--- config.mk ---
export PLATFORM = sky130hd
export DESIGN_NAME = k_way_merge_min_queue
export DESIGN_NICKNAME = d
export VERILOG_FILES = /design/src/hw/rtl/kwmq_pkg.sv /design/src/hw/rtl/kwmq_store.sv /design/src/hw/rtl/k_way_merge_min_queue.sv
export SDC_FILE = /design/constraint.sdc
export NUM_CORES = 1
export LEC_CHECK = 0
export ABC_AREA = 1
export ABC_CLOCK_PERIOD_IN_PS = 3100
export BUFFER_PORTS_ARGS = -buffer_cell sky130_fd_sc_hd__buf_2
export CAP_MARGIN = 5
export CORE_AREA = 2 2 218 220
export DETAILED_ROUTE_END_ITERATION = 8
export DIE_AREA = 0 0 220 222
export PLACE_DENSITY = 0.62
export SLEW_MARGIN = 10
export SYNTH_ARGS = -nofsm -noshare
export SYNTH_HDL_FRONTEND = slang
export SYNTH_SLANG_ARGS = --single-unit
export TNS_END_PERCENT = 30
--- constraint.sdc ---
create_clock -name clk -period 3.1 [get_ports clk]
set_clock_uncertainty 0.2 [all_clocks]
set_input_delay 0.155 -clock clk [delete_from_list [all_inputs] [get_ports clk]]
set_output_delay 0.155 -clock clk [all_outputs]
set_load 0.005 [all_outputs]
--- src/hw/rtl/kwmq_pkg.sv ---
// Package for the k-way merge minimum queue.
// Holds the stored entry type, the item kind codes and the entry ordering function.
// No dependencies.
package kwmq_pkg;

    // Item kinds carried on the input tuser bit
    localparam logic KIND_INSERT = 1'b0;
    localparam logic KIND_POP    = 1'b1;

    // Fixed field widths
    localparam int VALUE_W  = 16;
    localparam int SOURCE_W = 4;

    // One stored entry: value and the index of its source list
    typedef struct packed {
        logic [SOURCE_W-1:0]       source;
        logic signed [VALUE_W-1:0] value;
    } entry_t;

    // Strict order: smaller value first, ties go to the smaller source index
    function automatic logic entry_less(entry_t a, entry_t b);
        logic value_lt;
        logic value_eq;
        value_lt = (a.value < b.value);
        value_eq = (a.value == b.value);
        return value_lt || (value_eq && (a.source < b.source));
    endfunction

endpackage

--- src/hw/rtl/kwmq_store.sv ---
// Entry storage of the merge queue: one write port, one read port with registered data.
// Depends on kwmq_pkg for entry_t.
module kwmq_store
    import kwmq_pkg::*;
#(
    parameter int DEPTH  = 16,
    parameter int ADDR_W = 4
)
(
    input  logic              clk,
    input  logic              wr_en,
    input  logic [ADDR_W-1:0] wr_addr,
    input  entry_t            wr_data,
    input  logic [ADDR_W-1:0] rd_addr,
    output entry_t            rd_data
);

    entry_t mem [DEPTH];
    entry_t rd_data_reg;

    // Write port
    always_ff @(posedge clk)
    begin
        if (wr_en)
        begin
            mem[wr_addr] <= wr_data;
        end
    end

    // Read port, registered: data appears in the cycle after the address
    always_ff @(posedge clk)
    begin
        rd_data_reg <= mem[rd_addr];
    end

    assign rd_data = rd_data_reg;

endmodule

--- src/hw/rtl/k_way_merge_min_queue.sv ---
// Minimum priority queue for a k-way merge of sorted streams.
// Input channel s_axis: tuser selects insert (0) or pop (1); tdata carries the
// value and its source list on insert and is ignored on pop.
// Output channel m_axis: one beat per pop with the removed minimum and its
// source list; tuser is set when the pop found the queue empty (tdata zero).
// Inserts give no output beat. An insert into a full queue is dropped.
// Equal values leave in order of smaller source index.
// Inserts may come every cycle while no pop is in work; s_axis_tready is low
// while a pop is being worked on. A pop on a non-empty queue passes from
// acceptance through the scan, move and output states to m_axis_tvalid: a
// single compare unit walks the entry memory one entry per cycle, then the last
// entry is moved into the freed slot. An empty pop goes straight to output.
// A result waiting on a stalled m_axis does not block inserts; a following
// pop scans and then waits until the output register is free.
// Reset (rst_n low, asynchronous) empties the queue and drops any pending
// output beat; memory contents are not cleared and need no clearing pass.
// Depends on kwmq_pkg and kwmq_store.
module k_way_merge_min_queue
    import kwmq_pkg::*;
#(
    parameter int LIST_COUNT = 16
)
(
    input  logic        clk,
    input  logic        rst_n,
    input  logic        s_axis_tvalid,
    output logic        s_axis_tready,
    input  logic [23:0] s_axis_tdata,   // [15:0] value, [19:16] list_index, [23:20] zero
    input  logic        s_axis_tuser,   // [0] kind
    output logic        m_axis_tvalid,
    input  logic        m_axis_tready,
    output logic [23:0] m_axis_tdata,   // [15:0] min_value, [19:16] min_source, [23:20] zero
    output logic        m_axis_tuser    // [0] was_empty
);

    localparam int IDX_W = (LIST_COUNT > 1) ? $clog2(LIST_COUNT) : 1;
    localparam int OCC_W = $clog2(LIST_COUNT + 1);
    localparam logic [OCC_W-1:0] FULL_COUNT = OCC_W'(LIST_COUNT);

    typedef enum logic [1:0] {
        ST_IDLE,
        ST_SCAN,
        ST_MOVE,
        ST_OUT
    } state_t;

    state_t            state_reg;
    logic [OCC_W-1:0]  occ_reg;
    logic [IDX_W-1:0]  cmp_idx_reg;
    logic [IDX_W-1:0]  best_idx_reg;
    entry_t            best_entry_reg;
    logic              res_empty_reg;
    logic              m_valid_reg;
    entry_t            m_entry_reg;
    logic              m_empty_reg;

    entry_t            in_entry;
    logic              in_fire;
    logic              out_free;
    logic              full;
    logic [OCC_W-1:0]  occ_dec;
    logic [IDX_W-1:0]  last_idx;
    logic              scan_last;
    logic              take_new;

    logic              wr_en;
    logic [IDX_W-1:0]  wr_addr;
    entry_t            wr_data;
    logic [IDX_W-1:0]  rd_addr;
    entry_t            rd_data;

    // Input beat decode
    assign in_entry.value  = signed'(s_axis_tdata[15:0]);
    assign in_entry.source = s_axis_tdata[19:16];
    assign s_axis_tready   = (state_reg == ST_IDLE);
    assign in_fire         = s_axis_tvalid && s_axis_tready;
    assign out_free        = !m_valid_reg || m_axis_tready;

    // Occupancy helpers
    assign full      = (occ_reg == FULL_COUNT);
    assign occ_dec   = occ_reg - OCC_W'(1);
    assign last_idx  = occ_dec[IDX_W-1:0];
    assign scan_last = (cmp_idx_reg == last_idx);

    // Shared compare unit: keep the first entry or any strictly smaller one
    assign take_new = (cmp_idx_reg == '0) || entry_less(rd_data, best_entry_reg);

    // Memory port control
    always_comb
    begin
        wr_en   = 1'b0;
        wr_addr = occ_reg[IDX_W-1:0];
        wr_data = in_entry;
        rd_addr = '0;
        unique case (state_reg)
            ST_IDLE:
            begin
                wr_en = in_fire && (s_axis_tuser == KIND_INSERT) && !full;
            end
            ST_SCAN:
            begin
                rd_addr = scan_last ? cmp_idx_reg : IDX_W'(cmp_idx_reg + IDX_W'(1));
            end
            ST_MOVE:
            begin
                // rd_data holds the last entry; it fills the freed slot
                wr_en   = 1'b1;
                wr_addr = best_idx_reg;
                wr_data = rd_data;
            end
            ST_OUT:
            begin
                wr_en = 1'b0;
            end
            default:
            begin
                wr_en = 1'b0;
            end
        endcase
    end

    kwmq_store #(
        .DEPTH  (LIST_COUNT),
        .ADDR_W (IDX_W)
    ) u_store (
        .clk     (clk),
        .wr_en   (wr_en),
        .wr_addr (wr_addr),
        .wr_data (wr_data),
        .rd_addr (rd_addr),
        .rd_data (rd_data)
    );

    // Sequencer, occupancy and output register
    always_ff @(posedge clk or negedge rst_n)
    begin
        if (!rst_n)
        begin
            state_reg      <= ST_IDLE;
            occ_reg        <= '0;
            cmp_idx_reg    <= '0;
            best_idx_reg   <= '0;
            best_entry_reg <= '0;
            res_empty_reg  <= 1'b0;
            m_valid_reg    <= 1'b0;
            m_entry_reg    <= '0;
            m_empty_reg    <= 1'b0;
        end
        else
        begin
            // The output state reloads the valid flag itself
            if (m_valid_reg && m_axis_tready && (state_reg != ST_OUT))
            begin
                m_valid_reg <= 1'b0;
            end
            unique case (state_reg)
                ST_IDLE:
                begin
                    if (in_fire)
                    begin
                        if (s_axis_tuser == KIND_INSERT)
                        begin
                            if (!full)
                            begin
                                occ_reg <= occ_reg + OCC_W'(1);
                            end
                        end
                        else if (occ_reg == '0)
                        begin
                            best_entry_reg <= '0;
                            res_empty_reg  <= 1'b1;
                            state_reg      <= ST_OUT;
                        end
                        else
                        begin
                            cmp_idx_reg   <= '0;
                            res_empty_reg <= 1'b0;
                            state_reg     <= ST_SCAN;
                        end
                    end
                end
                ST_SCAN:
                begin
                    if (take_new)
                    begin
                        best_entry_reg <= rd_data;
                        best_idx_reg   <= cmp_idx_reg;
                    end
                    if (scan_last)
                    begin
                        state_reg <= ST_MOVE;
                    end
                    else
                    begin
                        cmp_idx_reg <= IDX_W'(cmp_idx_reg + IDX_W'(1));
                    end
                end
                ST_MOVE:
                begin
                    occ_reg   <= occ_dec;
                    state_reg <= ST_OUT;
                end
                ST_OUT:
                begin
                    if (out_free)
                    begin
                        m_valid_reg <= 1'b1;
                        m_entry_reg <= best_entry_reg;
                        m_empty_reg <= res_empty_reg;
                        state_reg   <= ST_IDLE;
                    end
                end
                default:
                begin
                    state_reg <= ST_IDLE;
                end
            endcase
        end
    end

    // Output beat
    assign m_axis_tvalid = m_valid_reg;
    assign m_axis_tdata  = {4'b0000, m_entry_reg.source, m_entry_reg.value};
    assign m_axis_tuser  = m_empty_reg;

`ifndef SYNTHESIS
    // Occupancy never passes the queue depth
    a_occ_bound: assert property (@(posedge clk) disable iff (!rst_n)
        occ_reg <= FULL_COUNT)
        else $error("occupancy beyond queue depth");

    // An accepted insert into a non-full queue grows it by one
    a_insert_grows: assert property (@(posedge clk) disable iff (!rst_n)
        (in_fire && (s_axis_tuser == KIND_INSERT) && !full)
        |=> (occ_reg == $past(occ_reg) + OCC_W'(1)))
        else $error("insert did not store an entry");

    // The scan index stays inside the stored entries
    a_scan_range: assert property (@(posedge clk) disable iff (!rst_n)
        (state_reg == ST_SCAN) |-> ({1'b0, cmp_idx_reg} < (OCC_W + 1)'(occ_reg)))
        else $error("scan index beyond occupancy");

    // An empty result carries zero data
    a_empty_zero: assert property (@(posedge clk) disable iff (!rst_n)
        (m_axis_tvalid && m_axis_tuser) |-> (m_axis_tdata == '0))
        else $error("empty pop result with nonzero data");

    // A pop on a non-empty queue removes exactly one entry
    a_pop_shrinks: assert property (@(posedge clk) disable iff (!rst_n)
        (state_reg == ST_MOVE) |=> (occ_reg == $past(occ_reg) - OCC_W'(1)))
        else $error("pop did not remove an entry");
`endif

endmodule
* After elaboration in Yosys (flattened, before gate mapping) *
Memory sizes are Yosys's and may differ from the RTL's. A register that Yosys moved wholly into a read port is not among the register bits.
Index checks and enable logic that the tools add are counted.

word-level totals
  memories = 1
  output and inout port bits = 27
  bits in registers = 58
  word-level logic and storage cells = 87
  bits of input ports = 29
  bits in writable memories = 320

cells by class
  bitwise gates (word level) = 1
  eq/ne operators = 16
  multiplexer cells = 30
  order comparisons = 2
  $add $sub $neg = 3
  reduce and logical (&&, ||, !) cells = 23

memory list
  memory       words  width  read ports  clocked after memory_dff  wr ports  RTL line          source
  u_store.mem  16     20     1           1                         1         kwmq_store.sv:18  entry_t mem [DEPTH];

operators with widths
  operator               count
  $mux W20               5
  $pmux W20 S2           1
  $mux W4                6
  $eq A16 B16 Y1         1
  $lt A16 B16 Y1         1
  $mux W5                3
  $ne A2 B2 Y1 const B   7
  $reduce_and A4 Y1      3
  $mux W2                5
  $pmux W5 S2            1
  $pmux W2 S4            1
  $pmux W4 S2            1
  $logic_and A1 B1 Y1    6
  $mux W1                6
  $ne A2 B1 Y1 const B   3
  $add A5 B1 Y5 const B  1
  $eq A5 B5 Y1 const B   1
  $logic_not A5 Y1       1
  $reduce_and A5 Y1      1
  $sub A5 B1 Y5 const B  1
  $add A4 B1 Y4 const B  1
  $eq A2 B2 Y1 const B   2
  $eq A4 B4 Y1           1
  $logic_not A4 Y1       1
  10 further kinds       15

* Depth between registers and ports, before layout *
Gate-level depths: netlist of run 1.

  depth in word-level cells = 7
  depth in mapped cells = 17
  mapped depth without buffers = 15

* Modules after synthesis *
Synthesis of run 1 repeated with hierarchy kept, for this count alone.

second synthesis, totals
  cells, all modules = 1809
  area total of the unflattened synthesis = 17783.3 µm²

by module, submodules not included
  module                 times used  sequential area each (µm²)  area an instance (µm²)  cells each
  kwmq_store             1           10009.6                     14192.4                 1336
  k_way_merge_min_queue  1           1451.4                      3590.9                  473

* Worst setup path after synthesis of run 1 *
No wires, ideal clock.

  path type = flip-flop to flip-flop
  start = register state_reg[0]
  end = memory u_store.mem[1][0] (netlist name), enable pin
  library setup time = 422 ps
  arrival time = 2808 ps
  stages on the path, launching flop included = 10
  clock period less this slack = 3430 ps
  slack = -330 ps
  cells stage by stage = dfrtp_1 -> inv_1 -> ha_1 -> clkbuf_1 -> nand2_1 -> o21ai_0 -> inv_1 -> nor2_1 -> inv_1 -> nor3_1

between the ends
  cells in the longest elaborated chain, start to end = 7
  elaborated cells between the ends (all ways) = 9

RTL lines
  element                           RTL line                                                  source
  start: declaration                k_way_merge_min_queue.sv:47                               state_t state_reg;
  start signal: assignment          k_way_merge_min_queue.sv:139                              state_reg <= ST_IDLE;
  start signal: assignment          k_way_merge_min_queue.sv:172                              state_reg <= ST_OUT;
  start signal: assignment          k_way_merge_min_queue.sv:178                              state_reg <= ST_SCAN;
  $logic_not A2 Y1                  k_way_merge_min_queue.sv:75, k_way_merge_min_queue.sv:95
  $logic_and A1 B1 Y1               k_way_merge_min_queue.sv:76                               assign in_fire = s_axis_tvalid && s_axis_tready;
  $logic_and A1 B1 Y1 (2 in a row)  k_way_merge_min_queue.sv:98                               wr_en = in_fire && (s_axis_tuser == KIND_INSERT) && !full;
  $pmux W1 S2                       k_way_merge_min_queue.sv:95                               unique case (state_reg)
  $mux W1                           kwmq_store.sv:24                                          if (wr_en)
  $mux W1 (implied by the code)     kwmq_store.sv:26                                          mem[wr_addr] <= wr_data;
  end: declaration                  kwmq_store.sv:18

Parallel ways exist; a longest one is shown, timed or not.

* Final worst setup path of run 1 *
  start = register state_reg[0]
  end = memory u_store.mem[13][17] (netlist name), enable pin

The elaborated chain is that of the path after synthesis.

==> results of run 1 <==
[stage by stage]
step / cells / util, % / power (mW)
finish: 2568 / 45.7 / 20.3
global route: 2567 / 45.7 / 21.5
CTS: 2567 / 45.6 / 20.4
detailed placement: 2486 / 42.5 / 15.3
global placement: 2486 / 42.5 / 15.2
floorplan: 1879 / - / 12.6
[kinds of logic after synthesis]
group	Yosys count	share of synthesized area, %
buf+inv	495	10.7
flops	398	62.4
fa+ha+maj	28	1.91
compound gates	66	1.87
xor+xnor	4	0.191
simple gates	881	22.8
mux	3	0.177
other cells	1	0.0204
[metal layers]
| metal | wire length [µm] | global-route usage (%) |
|---|---|---|
| met4 | 1230 | 6.45 |
| met1 | 20000 | 25.7 |
| met2 | 23300 | 32.2 |
| met3 | 3130 | 3.62 |
| met5 | 0 | 0 |
[worst reg2reg max path: cells and delay by family (launching register included)]
| kind | cells | cell delay, ps |
|---|---|---|
| adders and majority gates | 1 | 300 |
| buffers and inverters | 5 | 720 |
| DFF | 1 | 420 |
| and+or+nand+nor | 5 | 1060 |
[worst max-delay path by stage]
stage               slack, ps    startpoint                   to  cells after the start
global route               -8  state_reg[0]  u_store.mem[13][17]                     11
detailed placement         80  state_reg[0]   u_store.mem[0][15]                      8
floorplan                -310  state_reg[0]    u_store.mem[0][0]                      7
global placement          130  state_reg[0]   u_store.mem[0][13]                      8
finish                    130  state_reg[0]  u_store.mem[13][17]                     11
CTS                        60  state_reg[0]   u_store.mem[0][14]                      8
[layout by cell type, fill, tap and decap left out, types with 2 or more instances in the layout]
cell type and count:
clkinv_1 2, nor3_4 2, dlygate4sd3_1 5, nand2_1 354, buf_2 47, inv_2 3, nand2_2 2, clkinv_2 8
buf_12 15, nand4_1 182, nor2_2 13, buf_4 59, conb_1 4, nor2_1 15, a21oi_1 17, clkbuf_16 47
nand3_4 3, nand3_1 295, nor2_4 2, inv_1 370, clkbuf_1 12, mux2_2 2, clkbuf_8 2, nor3_1 5
ha_1 27, dfxtp_1 20, inv_4 2, o21ai_0 42, bufinv_16 2, or2_2 3, dfrtp_1 58, xor2_1 4
edfxtp_1 320, nor3_2 2
[Yosys cell counts (all sizes together) (3+ instances only)]
| cell | instances | share of area (%) |
|---|---|---|
| edfxtp | 320 | 52 |
| buf | 51 | 1.6 |
| ha | 28 | 1.9 |
| or2 | 3 | 0.10 |
| a21oi | 18 | 0.49 |
| inv | 374 | 7.6 |
| nor3 | 9 | 0.25 |
| clkbuf | 70 | 1.4 |
| nand2 | 357 | 7.3 |
| o21ai | 43 | 1.2 |
| xor2 | 4 | 0.19 |
| nor2 | 30 | 0.67 |
| dfrtp | 58 | 7.9 |
| dfxtp | 20 | 2.2 |
| nand3 | 299 | 8.2 |
| nand4 | 182 | 6.2 |
[layout make-up]
type / count / area, µm²
Antenna cell: 1 / 2.50
Clock buffer: 61 / 1250
Clock inverter: 15 / 134
Fill cell: 4321 / 25100
Inverter: 374 / 1410
Multi-Input combinational cell: 986 / 5080
Sequential cell: 398 / 11500
Tap cell: 607 / 759
Timing Repair Buffer: 126 / 1030
[where the power goes]
group / switching, mW / internal [mW]
logic: 5.29 / 2.22
clock network: 2.04 / 2.97
registers: 0.489 / 7.31
total: 7.82 / 12.5
[timing repair]
action / CTS / global route
resized for setup: 0 / 6
setup endpoints to repair: 0 / 45
endpoints found under the hold margin: 51 / 0
hold buffers: 5 / 0
==> results.toml, run 1 <==
[status]
status = "complete, but fails checks"
violations = "negative hold slack"

[placed_design]
placement.cell_area_um2 = 19700
dpl.hpwl_um = 29400
place_ws_ps = 77.2
portBuffers = 47
gp_congestion = 0.858

[final_layout]
drive_above_1_share_pct = 11.2
fin_nets = 1985
largest_reg_flops = 320
regMostFlops = "u_store.mem"
area_growth_pct = 14.9
final_area_um2 = 21100

[clock_network]
cts_buffers = 42
root_buffer = "clkbuf_16"
htree_levels = 2
clock_latency_ps = 550
cts_tree = "yes"
cts_setup_buffers = 0
clk_pin_slew_ps = 60
clock-sinks = 398
cts_buffer_depth = 3

[yosys]
synthFlopType = "edfxtp_1"
synth_edf_count = 320
async_flop_share_pct = 14.6
netlist_area_um2 = 18400
ys_seq_area_share_pct = 62.4
syn_avg_cell_area_um2 = 9.80
syn_inst = 1876
yosysUniqueCellTypes = 34
synth-seq-cells = 398
yosysWarnings = 0

[floorplanning]
die_area_um2 = 48800
die_y_um = 222
core_area_um2 = 46300
io-pin-count = 56
num_rows = 79
die_w_um = 220
initial_core_util_pct = 39.7

[worst_setup_path]
reg2reg_depth = 11
end_kind = "flop"
crit_type = "flop to flop"
path_cells = "inv_1 > ha_1 > nand2_1 > inv_1 > nand3_1 > inv_1 > nor2_1 > inv_1 > nand2_1 > nor2_2 > buf_4"
r2r_end = "u_store.mem[13][17]"
critical-path-top-delay-family = "simple AND/OR/NAND/NOR gates"
path_buf_inv = 5
start_kind = "flop"
crit_top_cell = "inv_1"
worstPathArrival_ps = 3040
max_stage_delay_ps = 490
r2r_slack_ps = 130
cp_data_required_time_ps = 3170
r2r_start = "state_reg[0]"
crit_fanout = 10
slowest_stage = "nor2_1"

[detailed_routing]
drt_iter0_drc = 1347
num_vias = 13417
drc_errors = 0
ant_nets = 0
first_pass_iters = 5
wirelength_um = 47700
routedWlPerCell_um = 18.6
vias_per_cell = 5.22

[pwr]
vdd_ir_drop_max_uv = 725
power_density_nw_per_um2 = 962
leakage_nw = 9.31

[global_routing]
grt_pass1_wl_um = 73800
grt_pass1_vias = 12868
grt_max_degree = 93
grt_usage_pct = 19.5
antenna_found_initial = 0
gr-total-overflow = 0

[hold_path]
worstHoldPathType = "primary input to asynchronous set/reset pin"

[timing]
whs_ps = -0.371
rsz0062_at_grt = "yes"
drv_slew = 0
fmax_ghz = 0.337
finalSetupTns_ps = 0
fin_crit_ps = 2970
timing.slew.headroom_pct = 46.7
hold_viol = 3
setup_violations = 0
fin_crit_sh_pct = 95.8
setup_ws_ps = 131
tightest_slew_ps = 791

[run]
maxCapViolations = 0
Power figures use the tool's default switching activity.
==> run 2: changes to the inputs <==
--- a/config.mk
+++ b/config.mk
@@ -5,13 +5,13 @@
 export SDC_FILE = /design/constraint.sdc
 export NUM_CORES = 1
 export LEC_CHECK = 0
-export ABC_AREA = 1
+export ABC_AREA = 0
 export ABC_CLOCK_PERIOD_IN_PS = 3100
 export BUFFER_PORTS_ARGS = -buffer_cell sky130_fd_sc_hd__buf_2
 export CAP_MARGIN = 5
-export CORE_AREA = 2 2 218 220
+export CORE_AREA = 2 2 207 209
 export DETAILED_ROUTE_END_ITERATION = 8
-export DIE_AREA = 0 0 220 222
+export DIE_AREA = 0 0 209 211
 export PLACE_DENSITY = 0.62
 export SLEW_MARGIN = 10
 export SYNTH_ARGS = -nofsm -noshare
==> run 2 against run 1 <==
  * Die area is 9.7% lower
  * Synthesized area down 9.9%
  * Sequential power about the same
  * Via count shrank 35%
  * Synthesized cell count shrank 51%
  * First-iteration DRC count decreased by 37%
  * Largest power group unchanged
  * Core utilization increased by 1.8 points
  * Global-route usage is 2.4 points lower
  * The run ends with negative setup slack left
  * Hold slack better by 8.7 ps
  * Clock power fell by 3%
  * Cell count decreased by 36%
==> results.toml, run 2 <==
[final_layout]
largest_reg_flops = 320
final_cell_mix = "edfxtp_1 (320), buf_4 (76), mux2i_1 (64)"
drive_above_1_share_pct = 28.9
final_util_pct = 47.5
area_growth_pct = 19.7
final_common_cell = "edfxtp_1"
fin_nets = 1143
regMostFlops = "u_store.mem"
antenna_cells = 0

[detailed_routing]
routedWlPerCell_um = 22.4
vias_per_cell = 5.29
drt_iter0_drc = 847
num_vias = 8764
ant_nets = 0
first_pass_iters = 5
wirelength_um = 37200
drc_errors = 0

[clock_network]
clock-sinks = 398
clock_latency_ps = 540
clk_pin_slew_ps = 60
cts_buffer_depth = 3
root_buffer = "clkbuf_16"
htree_levels = 2
cts_tree = "yes"
cts_buffers = 41

[status]
violations = "negative setup slack"
status = "complete, but fails checks"

[timing]
setup_ws_ps = -2.82
drv_slew = 0
timing.slew.headroom_pct = 51.6
rsz0062_at_grt = "yes"
fin_crit_ps = 3100
whs_ps = 8.28
fmax_ghz = 0.322
tightest_slew_ps = 723
setup_violations = 1
fin_crit_sh_pct = 100
hold_viol = 0

[yosys]
synth_area_leaders = "edfxtp_1 (58%), dfrtp_1 (8.8%), mux4_2 (7.5%)"
ys_seq_area_share_pct = 69.2
synthFlopType = "edfxtp_1"
synth_edf_count = 320
syn_avg_cell_area_um2 = 17.9
yosysMostFrequentCell = "edfxtp_1"
yosys-top-cells-count = "edfxtp_1 (320), mux2i_1 (66), dfrtp_1 (58), mux4_2 (55), nand2_1 (49)"
async_flop_share_pct = 14.6
yosysUniqueCellTypes = 53
yosysTopAreaCellShare_pct = 58.0
synth-seq-cells = 398
yosysWarnings = 0
netlist_area_um2 = 16600
syn_inst = 927
yosys.area.top_type = "edfxtp_1"

[floorplanning]
die_area_um2 = 44100
num_rows = 75
io-pin-count = 56
die_w_um = 209
core_area_um2 = 41800
initial_core_util_pct = 39.7
die_y_um = 211

[worst_setup_path]
r2r_start = "occ_reg[1]"
end_kind = "flop"
cp_data_required_time_ps = 3310
crit_path_start = "occ_reg[1]"
crit_fanout = 7
path_buf_inv = 3
critical-path-top-delay-family = "multiplexers"
path_cells = "inv_2 > ha_4 > xor2_1 > nand2_1 > or4_4 > nand3_4 > buf_12 > buf_12 > mux4_2 > mux2i_1 > mux2i_1"
path_depth = 11
max_stage_delay_ps = 530
reg2reg_depth = 11
slowest_stage = "or4_4"
crit_type = "flop to flop"
start_kind = "flop"
worstPathArrival_ps = 3320

[pwr]
power_density_nw_per_um2 = 992
vdd_ir_drop_max_uv = 435
leakage_nw = 7.30

[global_routing]
grt_pass1_vias = 8913
antenna_found_initial = 1
gr-total-overflow = 0
grt_pass1_wl_um = 55600
grt_max_degree = 44
grt_usage_pct = 17.1

[placed_design]
dpl.hpwl_um = 23400
portBuffers = 47
gp_congestion = 0.831

[hold_path]
whs_path_depth = 2
worstHoldPathType = "primary input to flop"
worstHoldStart = "s_axis_tdata[1]"

[run]
maxCapViolations = 0
-- run 2: changes by cell type in the layout (fill, tap and decap cells not counted), sizes merged, moves of 18 or more --
cell   change
mux2      +26
nand2    -307
nand4    -181
a31oi     +18
nand3    -274
mux2i     +66
mux4      +80
buf       +26
inv      -344
-- run 2: stage by stage --
step | setup TNS (ps) | total power, mW | area, µm² | setup slack [ps] | std cells
after floorplan | -4020 | 12.1 | 16600 | -49.3 | 930
after global placement | -1100 | 14.4 | 18100 | -161 | 1556
after detailed placement | -977 | 14.5 | 18100 | -150 | 1556
after CTS | -18.4 | 19.6 | 19700 | -18.4 | 1654
after global routing | -1560 | 20.7 | 19800 | -124 | 1656
final | -2.82 | 19.7 | 19800 | -2.82 | 1656
-- run 2: area by class of cell --
type	instances	area (µm²)
multi-input combinational	448	4720
inverter	31	119
tap	539	674
clock buffer	55	1160
clock inverter	19	180
sequential	398	11500
timing repair buffer	166	1500
fill	3416	21900
-- run 2: worst reg2reg max path, cell delays in order, from the launching register on --
cell and delay, ps:
dfrtp_1 360, inv_2 70, ha_4 270, xor2_1 140, nand2_1 80, or4_4 530, nand3_4 170, buf_12 180
buf_12 140, mux4_2 480, mux2i_1 250, mux2i_1 120
-- run 2: power by group --
part / internal, mW / switching [mW]
combinational: 3.24 / 3.76
sequential: 7.32 / 0.466
clock: 2.89 / 1.98
total: 13.4 / 6.21
-- run 2: routing by layer --
layer | track usage, % | up-vias | share of wire, %
li1 | - | 3991 | -
met1 | 22.5 | 4480 | 43
met2 | 29.3 | 233 | 49
met3 | 2.75 | 60 | 5.0
met4 | 5.37 | 0 | 2.6
met5 | 0 | - | 0
-- run 2: path summary, 6_finish.rpt --
check / slack [ps] / endpoint
hold reg to reg: 270 / m_axis_tdata[5]
setup reg to reg: -3 / u_store.rd_data[3]
hold / removal: 8 / u_store.mem[3][1]
max in group asynchronous: 1620 / occ_reg[0]
min in group asynchronous: 70 / m_axis_tuser
setup / recovery: -3 / u_store.rd_data[3]
-- run 2: kinds of logic (layout without fill, tap and decap cells) --
kind of cell	count (synthesis)	count (layout)	synth area share, %
flops	398	398	69.2
xor+xnor	12	12	0.635
mux	175	175	17.5
compound gates	93	93	3.80
fa+ha+maj	28	28	2.12
other cells	1	4	0.0226
simple gates	136	136	3.81
buf+inv	84	271	2.94
-- run 2: timing repair --
| item | CTS | global route |
|---|---|---|
| setup endpoints to repair | 17 | 63 |
| gates resized for setup | 6 | 13 |
| pin swaps | 2 | 1 |
| gates cloned | 2 | 1 |
| setup buffers | 4 | 1 |
| hold endpoints to repair | 231 | 0 |
| hold buffers | 18 | 0 |
